$ cat src/rtl/mts_pkg.sv
// ----------------------------------------------------------------------------
// mts_pkg: melody tone sequencer shared definitions
// Widths, register codes, command codes and the note table entry layout.
// ----------------------------------------------------------------------------
package mts_pkg;

    localparam int TABLE_DEPTH = 64;
    localparam int TBL_AW      = (TABLE_DEPTH > 1) ? $clog2(TABLE_DEPTH) : 1;

    localparam int NOTE_W      = 6;                // note index width
    localparam int NOTE_LIMIT  = 2 ** NOTE_W;      // index wraps here at the latest
    localparam int COUNT_W     = 7;                // song length register width
    localparam int TIME_W      = 16;
    localparam int CFG_IDX_W   = 1;
    localparam int CFG_DATA_W  = 16;

    localparam logic [TIME_W-1:0]  MS_PERIOD_RST  = 16'd2000;
    localparam logic [COUNT_W-1:0] SONG_LEN_RST   = 7'd47;
    localparam logic [TIME_W-1:0]  TIME_MAX       = '1;

    typedef enum logic [CFG_IDX_W-1:0] {
        REG_MS_PERIOD  = 1'b0,
        REG_SONG_LEN   = 1'b1
    } cfg_reg_t;

    typedef enum logic {
        CMD_TICK  = 1'b0,
        CMD_WRITE = 1'b1
    } cmd_t;

    typedef struct packed {
        logic [TIME_W-1:0] reload;
        logic [TIME_W-1:0] start;
        logic [TIME_W-1:0] stop;
    } note_entry_t;

    localparam int ENTRY_W = $bits(note_entry_t);

endpackage

$ cat src/rtl/mts_if.sv
// ----------------------------------------------------------------------------
// mts_if: melody tone sequencer channel interfaces
// Request channel, result channel and register write channel.
// ----------------------------------------------------------------------------
interface mts_item_if;
    logic        valid;
    logic        ready;
    logic        command;
    logic        button_held;
    logic [5:0]  entry_index;
    logic [15:0] entry_reload;
    logic [15:0] entry_start;
    logic [15:0] entry_end;

    modport source (output valid, command, button_held, entry_index, entry_reload,
                    entry_start, entry_end, input ready);
    modport sink   (input valid, command, button_held, entry_index, entry_reload,
                    entry_start, entry_end, output ready);
endinterface

interface mts_result_if;
    logic       valid;
    logic       ready;
    logic       piezo_level;
    logic       leds_on;
    logic [5:0] current_note;
    logic       tone_active;

    modport source (output valid, piezo_level, leds_on, current_note, tone_active,
                    input ready);
    modport sink   (input valid, piezo_level, leds_on, current_note, tone_active,
                    output ready);
endinterface

interface mts_cfg_if;
    logic        valid;
    logic        ready;
    logic [0:0]  index;
    logic [15:0] data;

    modport source (output valid, index, data, input ready);
    modport sink   (input valid, index, data, output ready);
endinterface

$ cat src/rtl/mts_ram.sv
// ----------------------------------------------------------------------------
// mts_ram: generic single-port-write, single-port-read RAM
// One write and one registered read per cycle; read returns the old data on
// a same-address collision.
// ----------------------------------------------------------------------------
module mts_ram #(
    parameter int WIDTH = 8,
    parameter int DEPTH = 16
) (
    input  logic                             clk,
    input  logic                             we,
    input  logic [$clog2(DEPTH > 1 ? DEPTH : 2)-1:0] waddr,
    input  logic [WIDTH-1:0]                 wdata,
    input  logic [$clog2(DEPTH > 1 ? DEPTH : 2)-1:0] raddr,
    output logic [WIDTH-1:0]                 rdata
);

    logic [WIDTH-1:0] mem [DEPTH];

    always_ff @(posedge clk)
    begin
        if (we)
        begin
            mem[waddr] <= wdata;
        end
        rdata <= mem[raddr];
    end

endmodule

$ cat src/rtl/melody_tone_sequencer_top.sv
// ----------------------------------------------------------------------------
// melody_tone_sequencer_top: buzzer melody player
// Plays a note table on a piezo: one tone-clock tick or one table write per
// request, one result per request.
// ----------------------------------------------------------------------------
//
//  channel | dir | handshake     | payload
//  --------+-----+---------------+---------------------------------------------
//  item    | in  | valid / ready | command, button_held, entry_index,
//          |     |               | entry_reload, entry_start, entry_end
//  result  | out | valid / ready | piezo_level, leds_on, current_note, tone_active
//  cfg     | in  | valid / ready | index (0 ms_period, 1 song_len), data
//
//  One request per cycle unless a waiting result stalls: a request accepted
//  at an edge has its result in the output register from that edge on.
//  The note table RAM is read every cycle at the index the state will hold
//  after this edge, so the entry for the next tick is always ready; a write
//  to that same entry in the same cycle is forwarded around the RAM.
//  Reset (rst_n low, async) restores config, state and result valid; payload
//  registers and the table hold garbage until written. cfg is always ready.
//  item.ready drops only while a result waits and result.ready is low.
// ----------------------------------------------------------------------------
module melody_tone_sequencer_top
    import mts_pkg::*;
(
    input logic          clk,
    input logic          rst_n,
    mts_item_if.sink     item,
    mts_result_if.source result,
    mts_cfg_if.sink      cfg
);

    // configuration registers
    logic [TIME_W-1:0]  ms_period_reg;
    logic [COUNT_W-1:0] song_len_reg;

    // player state
    logic [TIME_W-1:0]  ms_prescale_reg,  ms_prescale_next;
    logic [TIME_W-1:0]  song_time_reg,    song_time_next;
    logic [NOTE_W-1:0]  note_index_reg,   note_index_next;
    logic [TIME_W-1:0]  tone_counter_reg, tone_counter_next;
    logic [TIME_W-1:0]  tone_reload_reg,  tone_reload_next;
    logic               tone_enabled_reg, tone_enabled_next;
    logic               piezo_state_reg,  piezo_state_next;

    // result register
    logic               res_valid_reg;
    logic               res_piezo_reg;
    logic               res_tone_reg;
    logic [NOTE_W-1:0]  res_note_reg;

    // table access
    logic               tbl_we;
    logic [TBL_AW-1:0]  tbl_waddr;
    logic [TBL_AW-1:0]  tbl_raddr;
    logic [ENTRY_W-1:0] tbl_rdata;
    note_entry_t        tbl_wentry;
    logic               fwd_hit_reg, fwd_hit_next;
    note_entry_t        fwd_entry_reg;
    note_entry_t        cur_entry;

    logic               item_accept;
    logic               is_write;
    logic               tick;
    logic [TIME_W:0]    prescale_inc;
    logic [COUNT_W-1:0] index_inc;
    logic               index_wrap;

    // ---------------------------------------------------------------- handshake
    assign item.ready  = !res_valid_reg || result.ready;
    assign item_accept = item.valid && item.ready;
    assign is_write    = (item.command == CMD_WRITE);
    assign tick        = item_accept && !is_write;
    assign cfg.ready   = 1'b1;

    // ---------------------------------------------------------------- note table
    assign tbl_wentry.reload = item.entry_reload;
    assign tbl_wentry.start  = item.entry_start;
    assign tbl_wentry.stop   = item.entry_end;
    assign tbl_waddr         = TBL_AW'(item.entry_index);
    // entries beyond the table are dropped
    assign tbl_we = item_accept && is_write && (32'(item.entry_index) < TABLE_DEPTH);
    // read where the index will be after this edge
    assign tbl_raddr    = TBL_AW'(note_index_next);
    assign fwd_hit_next = tbl_we && (tbl_waddr == tbl_raddr);
    assign cur_entry    = fwd_hit_reg ? fwd_entry_reg : note_entry_t'(tbl_rdata);

    mts_ram #(
        .WIDTH (ENTRY_W),
        .DEPTH (TABLE_DEPTH)
    ) u_note_ram (
        .clk   (clk),
        .we    (tbl_we),
        .waddr (tbl_waddr),
        .wdata (ENTRY_W'(tbl_wentry)),
        .raddr (tbl_raddr),
        .rdata (tbl_rdata)
    );

    // ---------------------------------------------------------------- tick logic
    assign prescale_inc = {1'b0, ms_prescale_reg} + 1'b1;
    assign index_inc    = {1'b0, note_index_reg} + 1'b1;
    assign index_wrap   = (index_inc >= song_len_reg)
                       || (32'(index_inc) >= TABLE_DEPTH)
                       || (32'(index_inc) >= NOTE_LIMIT);

    always_comb
    begin
        ms_prescale_next  = ms_prescale_reg;
        song_time_next    = song_time_reg;
        note_index_next   = note_index_reg;
        tone_counter_next = tone_counter_reg;
        tone_reload_next  = tone_reload_reg;
        tone_enabled_next = tone_enabled_reg;
        piezo_state_next  = piezo_state_reg;

        if (tick)
        begin
            // free-running tone counter, uses the enable from before the tick
            if (tone_counter_reg == TIME_MAX)
            begin
                tone_counter_next = tone_reload_reg;
                if (tone_enabled_reg)
                begin
                    piezo_state_next = !piezo_state_reg;
                end
            end
            else
            begin
                tone_counter_next = tone_counter_reg + 1'b1;
            end

            if (!item.button_held)
            begin
                tone_enabled_next = 1'b0;
                note_index_next   = '0;
                song_time_next    = '0;
                ms_prescale_next  = '0;
            end
            else
            begin
                // zero period acts as one: the compare always passes
                if (prescale_inc >= {1'b0, ms_period_reg})
                begin
                    ms_prescale_next = '0;
                    if (song_time_reg != TIME_MAX)
                    begin
                        song_time_next = song_time_reg + 1'b1;
                    end
                end
                else
                begin
                    ms_prescale_next = prescale_inc[TIME_W-1:0];
                end

                // judge the current note against the new song time;
                // exactly at start or end the state holds
                if (song_time_next < cur_entry.start)
                begin
                    tone_enabled_next = 1'b0;
                end
                else if ((song_time_next > cur_entry.start)
                      && (song_time_next < cur_entry.stop))
                begin
                    if (!tone_enabled_reg)
                    begin
                        tone_reload_next  = cur_entry.reload;
                        tone_enabled_next = 1'b1;
                    end
                end
                else if (song_time_next > cur_entry.stop)
                begin
                    tone_enabled_next = 1'b0;
                    note_index_next   = index_wrap ? '0 : index_inc[NOTE_W-1:0];
                end
            end
        end
    end

    // ---------------------------------------------------------------- registers
    always_ff @(posedge clk or negedge rst_n)
    begin
        if (!rst_n)
        begin
            ms_period_reg    <= MS_PERIOD_RST;
            song_len_reg     <= SONG_LEN_RST;
            ms_prescale_reg  <= '0;
            song_time_reg    <= '0;
            note_index_reg   <= '0;
            tone_counter_reg <= '0;
            tone_reload_reg  <= '0;
            tone_enabled_reg <= 1'b0;
            piezo_state_reg  <= 1'b1;
            res_valid_reg    <= 1'b0;
            fwd_hit_reg      <= 1'b0;
        end
        else
        begin
            if (cfg.valid)
            begin
                case (cfg_reg_t'(cfg.index))
                    REG_MS_PERIOD: ms_period_reg <= cfg.data;
                    REG_SONG_LEN:  song_len_reg  <= cfg.data[COUNT_W-1:0];
                    default:       ;
                endcase
            end

            ms_prescale_reg  <= ms_prescale_next;
            song_time_reg    <= song_time_next;
            note_index_reg   <= note_index_next;
            tone_counter_reg <= tone_counter_next;
            tone_reload_reg  <= tone_reload_next;
            tone_enabled_reg <= tone_enabled_next;
            piezo_state_reg  <= piezo_state_next;
            fwd_hit_reg      <= fwd_hit_next;

            if (item_accept)
            begin
                res_valid_reg <= 1'b1;
            end
            else if (result.ready)
            begin
                res_valid_reg <= 1'b0;
            end
        end
    end

    // payload registers, no reset
    always_ff @(posedge clk)
    begin
        if (item_accept)
        begin
            res_piezo_reg <= piezo_state_next;
            res_tone_reg  <= tone_enabled_next;
            res_note_reg  <= note_index_next;
        end
        if (fwd_hit_next)
        begin
            fwd_entry_reg <= tbl_wentry;
        end
    end

    assign result.valid        = res_valid_reg;
    assign result.piezo_level  = res_piezo_reg;
    assign result.leds_on      = res_tone_reg;
    assign result.current_note = res_note_reg;
    assign result.tone_active  = res_tone_reg;

endmodule

$ cat src/flat_wrapper.sv
// flat-port wrapper written by rule: the top's interface ports become plain ports
module melody_tone_sequencer_top_flat import mts_pkg::*;
  (clk, rst_n, item_valid, item_command, item_button_held, item_entry_index, item_entry_reload, item_entry_start, item_entry_end, item_ready, result_valid, result_piezo_level, result_leds_on, result_current_note, result_tone_active, result_ready, cfg_valid, cfg_index, cfg_data, cfg_ready);
  mts_item_if item_i ();
  mts_result_if result_i ();
  mts_cfg_if cfg_i ();
  input logic clk;
  input logic rst_n;
  input wire logic [$bits(item_i.valid)-1:0] item_valid;
  input wire logic [$bits(item_i.command)-1:0] item_command;
  input wire logic [$bits(item_i.button_held)-1:0] item_button_held;
  input wire logic [$bits(item_i.entry_index)-1:0] item_entry_index;
  input wire logic [$bits(item_i.entry_reload)-1:0] item_entry_reload;
  input wire logic [$bits(item_i.entry_start)-1:0] item_entry_start;
  input wire logic [$bits(item_i.entry_end)-1:0] item_entry_end;
  output wire logic [$bits(item_i.ready)-1:0] item_ready;
  output wire logic [$bits(result_i.valid)-1:0] result_valid;
  output wire logic [$bits(result_i.piezo_level)-1:0] result_piezo_level;
  output wire logic [$bits(result_i.leds_on)-1:0] result_leds_on;
  output wire logic [$bits(result_i.current_note)-1:0] result_current_note;
  output wire logic [$bits(result_i.tone_active)-1:0] result_tone_active;
  input wire logic [$bits(result_i.ready)-1:0] result_ready;
  input wire logic [$bits(cfg_i.valid)-1:0] cfg_valid;
  input wire logic [$bits(cfg_i.index)-1:0] cfg_index;
  input wire logic [$bits(cfg_i.data)-1:0] cfg_data;
  output wire logic [$bits(cfg_i.ready)-1:0] cfg_ready;
  assign item_i.valid = item_valid;
  assign item_i.command = item_command;
  assign item_i.button_held = item_button_held;
  assign item_i.entry_index = item_entry_index;
  assign item_i.entry_reload = item_entry_reload;
  assign item_i.entry_start = item_entry_start;
  assign item_i.entry_end = item_entry_end;
  assign item_ready = item_i.ready;
  assign result_valid = result_i.valid;
  assign result_piezo_level = result_i.piezo_level;
  assign result_leds_on = result_i.leds_on;
  assign result_current_note = result_i.current_note;
  assign result_tone_active = result_i.tone_active;
  assign result_i.ready = result_ready;
  assign cfg_i.valid = cfg_valid;
  assign cfg_i.index = cfg_index;
  assign cfg_i.data = cfg_data;
  assign cfg_ready = cfg_i.ready;
  melody_tone_sequencer_top u_core (.clk(clk), .rst_n(rst_n), .item(item_i), .result(result_i), .cfg(cfg_i));
endmodule
$ cat config.mk
export PLATFORM = sky130hd
export DESIGN_NAME = melody_tone_sequencer_top_flat
export DESIGN_NICKNAME = d
export VERILOG_FILES = /design/src/rtl/mts_pkg.sv /design/src/rtl/mts_if.sv /design/src/rtl/mts_ram.sv /design/src/rtl/melody_tone_sequencer_top.sv /design/src/flat_wrapper.sv
export SDC_FILE = /design/constraint.sdc
export NUM_CORES = 2
export LEC_CHECK = 0
export BUFFER_PORTS_ARGS = -buffer_cell sky130_fd_sc_hd__buf_2
export CORE_AREA = 3 3 506 508
export CTS_CLUSTER_DIAMETER = 80
export DETAILED_ROUTE_END_ITERATION = 6
export DIE_AREA = 0 0 509 511
export GPL_ROUTABILITY_DRIVEN = 1
export PLACE_DENSITY = 0.75
export SLEW_MARGIN = 5
export SYNTH_ARGS = -nofsm -noshare
export SYNTH_HDL_FRONTEND = slang
export SYNTH_HIERARCHICAL = 1
export SYNTH_SLANG_ARGS = --single-unit
$ cat constraint.sdc
create_clock -name clk -period 21.7 [get_ports clk]
set_input_delay 2.17 -clock clk [delete_from_list [all_inputs] [get_ports clk]]
set_output_delay 2.17 -clock clk [all_outputs]
set_load 0.005 [all_outputs]
==> flow_metrics.env <==
export IMPL_status="completed"
export IMPL_cts_setup_buffers=0
export IMPL_portBuffers=88
export IMPL_arrival_ns=11.30
export IMPL_die_area_um2=260000
export IMPL_switching_share=0.206
export IMPL_drt_iter0_markers=10559
export IMPL_synth_edf_count=3128
export IMPL_slew_violations=0
export IMPL_drt_total_wl_mm=346
export IMPL_syn_cell_area_um2=126000
export IMPL_pwr_share_seq=0.533
export IMPL_power_density_nw_per_um2=92.9
export IMPL_switching_power_w=0.00270
export IMPL_vias=65256
export IMPL_drc=0
export IMPL_worst_slew_pin_transition_ns=1.30
export IMPL_antenna_found_initial=21
export IMPL_cp_start_kind="flop"
export IMPL_crit_type="reg2reg"
export IMPL_fmax_mhz=94.7
export IMPL_holdCritStartpoint="u_core/tone_counter_reg[10]$_DFFE_PN0P_"
export IMPL_antenna_left=0
export IMPL_yosys_warnings=6
export IMPL_avgSynthCellArea_um2=21.7
export IMPL_drtPass1Iterations=6
export IMPL_grt_pass1_vias=64732
export IMPL_fp_coreArea_um2=252000
export IMPL_power_total_w=0.0131
export IMPL_synth_seq_area_share=0.774
export IMPL_cts_sinks=3273
export IMPL_ir_worst_vdd_v=0.0000606
export IMPL_synthTopCellsByCount="edfxtp_1, mux4_2, nor2_1"
export IMPL_leakagePower_nw=44.4
export IMPL_p_int_w=0.0104
export IMPL_dp_hpwl_mm=177
export IMPL_synth_top_area_cell="edfxtp_1"
export IMPL_dieWidth_um=509
export IMPL_grt_usage=0.265
export IMPL_finClkSkew_ns=0.0686
export IMPL_numCtsBuffers=336
export IMPL_slew_headroom=0.106
export IMPL_drive_above_1_share=0.253
export IMPL_syn_inst=5804
export IMPL_syn_num_nets=5941
export IMPL_synthToLayoutAreaGrowth_pct=12.3
export IMPL_critPathRequiredTime_ns=22.44
export IMPL_p_clk_frac=0.429
export IMPL_hold_buffers=0
export IMPL_hp_class="reg2reg"
export IMPL_cts_root_buffer="clkbuf_16"
export IMPL_yosysMostFrequentCell="edfxtp_1"
export IMPL_cp_startpoint="u_core/ms_prescale_reg[2]$_DFFE_PN0P_"
export IMPL_ys_ff_latch=3273
export IMPL_gp_congestion=0.847
export IMPL_ys_types=73
export IMPL_via_per_inst=6.75
export IMPL_crit_path_end_kind="flop"
export IMPL_clk_latency_ns=0.96
export IMPL_clockBufferDepth=4
export IMPL_grt_overflow_total=0
export IMPL_largest_register_ff_count=3072
export IMPL_synthTopCellsByArea="edfxtp_1, mux4_2, dfrtp_1, mux2i_1, dfxtp_1"
export IMPL_hold_violations=0
export IMPL_synth_top_cell_area_share=0.747
export IMPL_cts_resized=0
export IMPL_finalSetupTns_ns=0
export IMPL_cts_tree="built"
export IMPL_start_util=0.500
export IMPL_ios=90
export IMPL_power_frac_comb=0.038
export IMPL_grt_pass1_wl_mm=488
export IMPL_fin_crit_ns=10.56
export IMPL_nets=6194
export IMPL_h_tree_depth=5
export IMPL_period_share=0.487
export IMPL_setup_viol=0
export IMPL_ys_async_sr_fraction=0.0296
export IMPL_clk_pin_slew_ns=0.06
export IMPL_wl_per_cell_um=35.7
export IMPL_synth_flop_cell="edfxtp_1"
export IMPL_die_h_um=511
export IMPL_critPathMaxFanout=103
export IMPL_rsz0062_at_grt="false"
export IMPL_grt_max_degree=125
export IMPL_rows=184
export IMPL_timing_max_cap_violations=0
export IMPL_worstReg2RegStart="u_core/ms_prescale_reg[2]$_DFFE_PN0P_"
==> per-layer routing <==
metal | vias to the layer above | part of all wire | global-route usage
li1 | 25107 | - | -
met1 | 34048 | 0.35 | 0.365
met5 | - | 0.00061 | 0.00333
met2 | 5131 | 0.45 | 0.395
met4 | 15 | 0.045 | 0.106
met3 | 955 | 0.15 | 0.0840
==> final timing paths <==
check	slack, ns	depth (start not counted)	end
max in group asynchronous	19.11	2	u_core/fwd_hit_reg$_DFF_PN0_
worst max register to register	11.14	27	u_core/u_note_ram/rdata[8]$_DFF_P_
worst min-delay path	0.50	1	u_core/tone_counter_reg[10]$_DFFE_PN0P_
worst min register to register	0.50	1	u_core/tone_counter_reg[10]$_DFFE_PN0P_
min in group asynchronous	1.24	1	u_core/song_time_reg[7]$_DFFE_PN0P_
worst max-delay path	11.14	27	u_core/u_note_ram/rdata[8]$_DFF_P_
==> layout by cell type (no fill, tap or decap), drive strengths merged, types with 16 or more instances in the layout <==
cell type and n:
a22oi 73, buf 240, nand3 46, nor2 174, mux4 754, ha 59, nand2 137, bufinv 31
nand2b 16, xnor2 16, xor2 17, a22o 71, a221oi 85, o221ai 29, dfxtp 48, nor2b 28
a21oi 136, o22ai 124, mux2i 110, clkbuf 434, mux2 26, dfrtp 85, inv 42, clkinv 114
edfxtp 3128, nor3 22, a211oi 32, o21ai 41
==> through the flow <==
stage                util  instances  hold WS (ns)  setup WS (ns)  cell area, um2
CTS                 0.561       9661         0.496          11.11          141000
finish              0.561       9673         0.496          11.14          141000
floorplan               -       5804         0.456          13.12          126000
global placement    0.519       9067         0.465          11.24          131000
global route        0.561       9666         0.504          10.31          141000
detailed placement  0.519       9067         0.483          11.14          131000
==> worst max-delay path, cell delays in order (launching register included) <==
cell       delay, ns
dfrtp_1         0.45
and4_1          0.23
and2_1          0.19
nand3_1         0.15
or3_1           0.40
or2_2           0.34
xnor2_1         0.14
ha_1            0.32
a221o_1         0.35
a31oi_2         0.15
buf_4           0.33
nor2_1          0.13
a41oi_1         0.41
ha_1            0.20
nand4_1         0.14
nor4_2          0.34
o2bb2ai_1       0.22
o21ai_1         0.24
nor3_1          0.43
o21a_4          0.69
buf_12          0.62
buf_4           0.75
buf_4           0.76
buf_12          0.68
mux4_2          0.61
a22o_1          0.26
a221oi_1        0.34
a221oi_1        0.17
==> power by group through the flow <==
stage	registers (W)	clock network, W	logic [W]
CTS	0.00699	0.00568	0.000485
global placement	0.00712	0	0.000468
floorplan	0.00711	0	0.000263
finish	0.00699	0.00563	0.000493
global route	0.00699	0.00593	0.000526
detailed placement	0.00712	0	0.000482
==> cells by family after synthesis <==
| logic type | synth area share |
|---|---|
| xor+xnor | 0.00230 |
| flops | 0.774 |
| buf+inv | 0.0143 |
| compound gates | 0.0382 |
| fa+ha+maj | 0.00587 |
| other cells | 0.0000298 |
| simple gates | 0.0194 |
| mux | 0.146 |
==> cell type report <==
| cell class | count | area [um2] |
|---|---|---|
| fillers | 17557 | 110000 |
| flip-flops and latches | 3273 | 97300 |
| multi-input cells | 2174 | 27200 |
| clock buffers | 434 | 9010 |
| well taps | 3348 | 4190 |
| repair buffers | 240 | 1660 |
| clock inverters | 160 | 1620 |
| inverters | 32 | 120 |
| diodes | 12 | 30.0 |
Note: power is estimated with default switching activity, not from simulation.
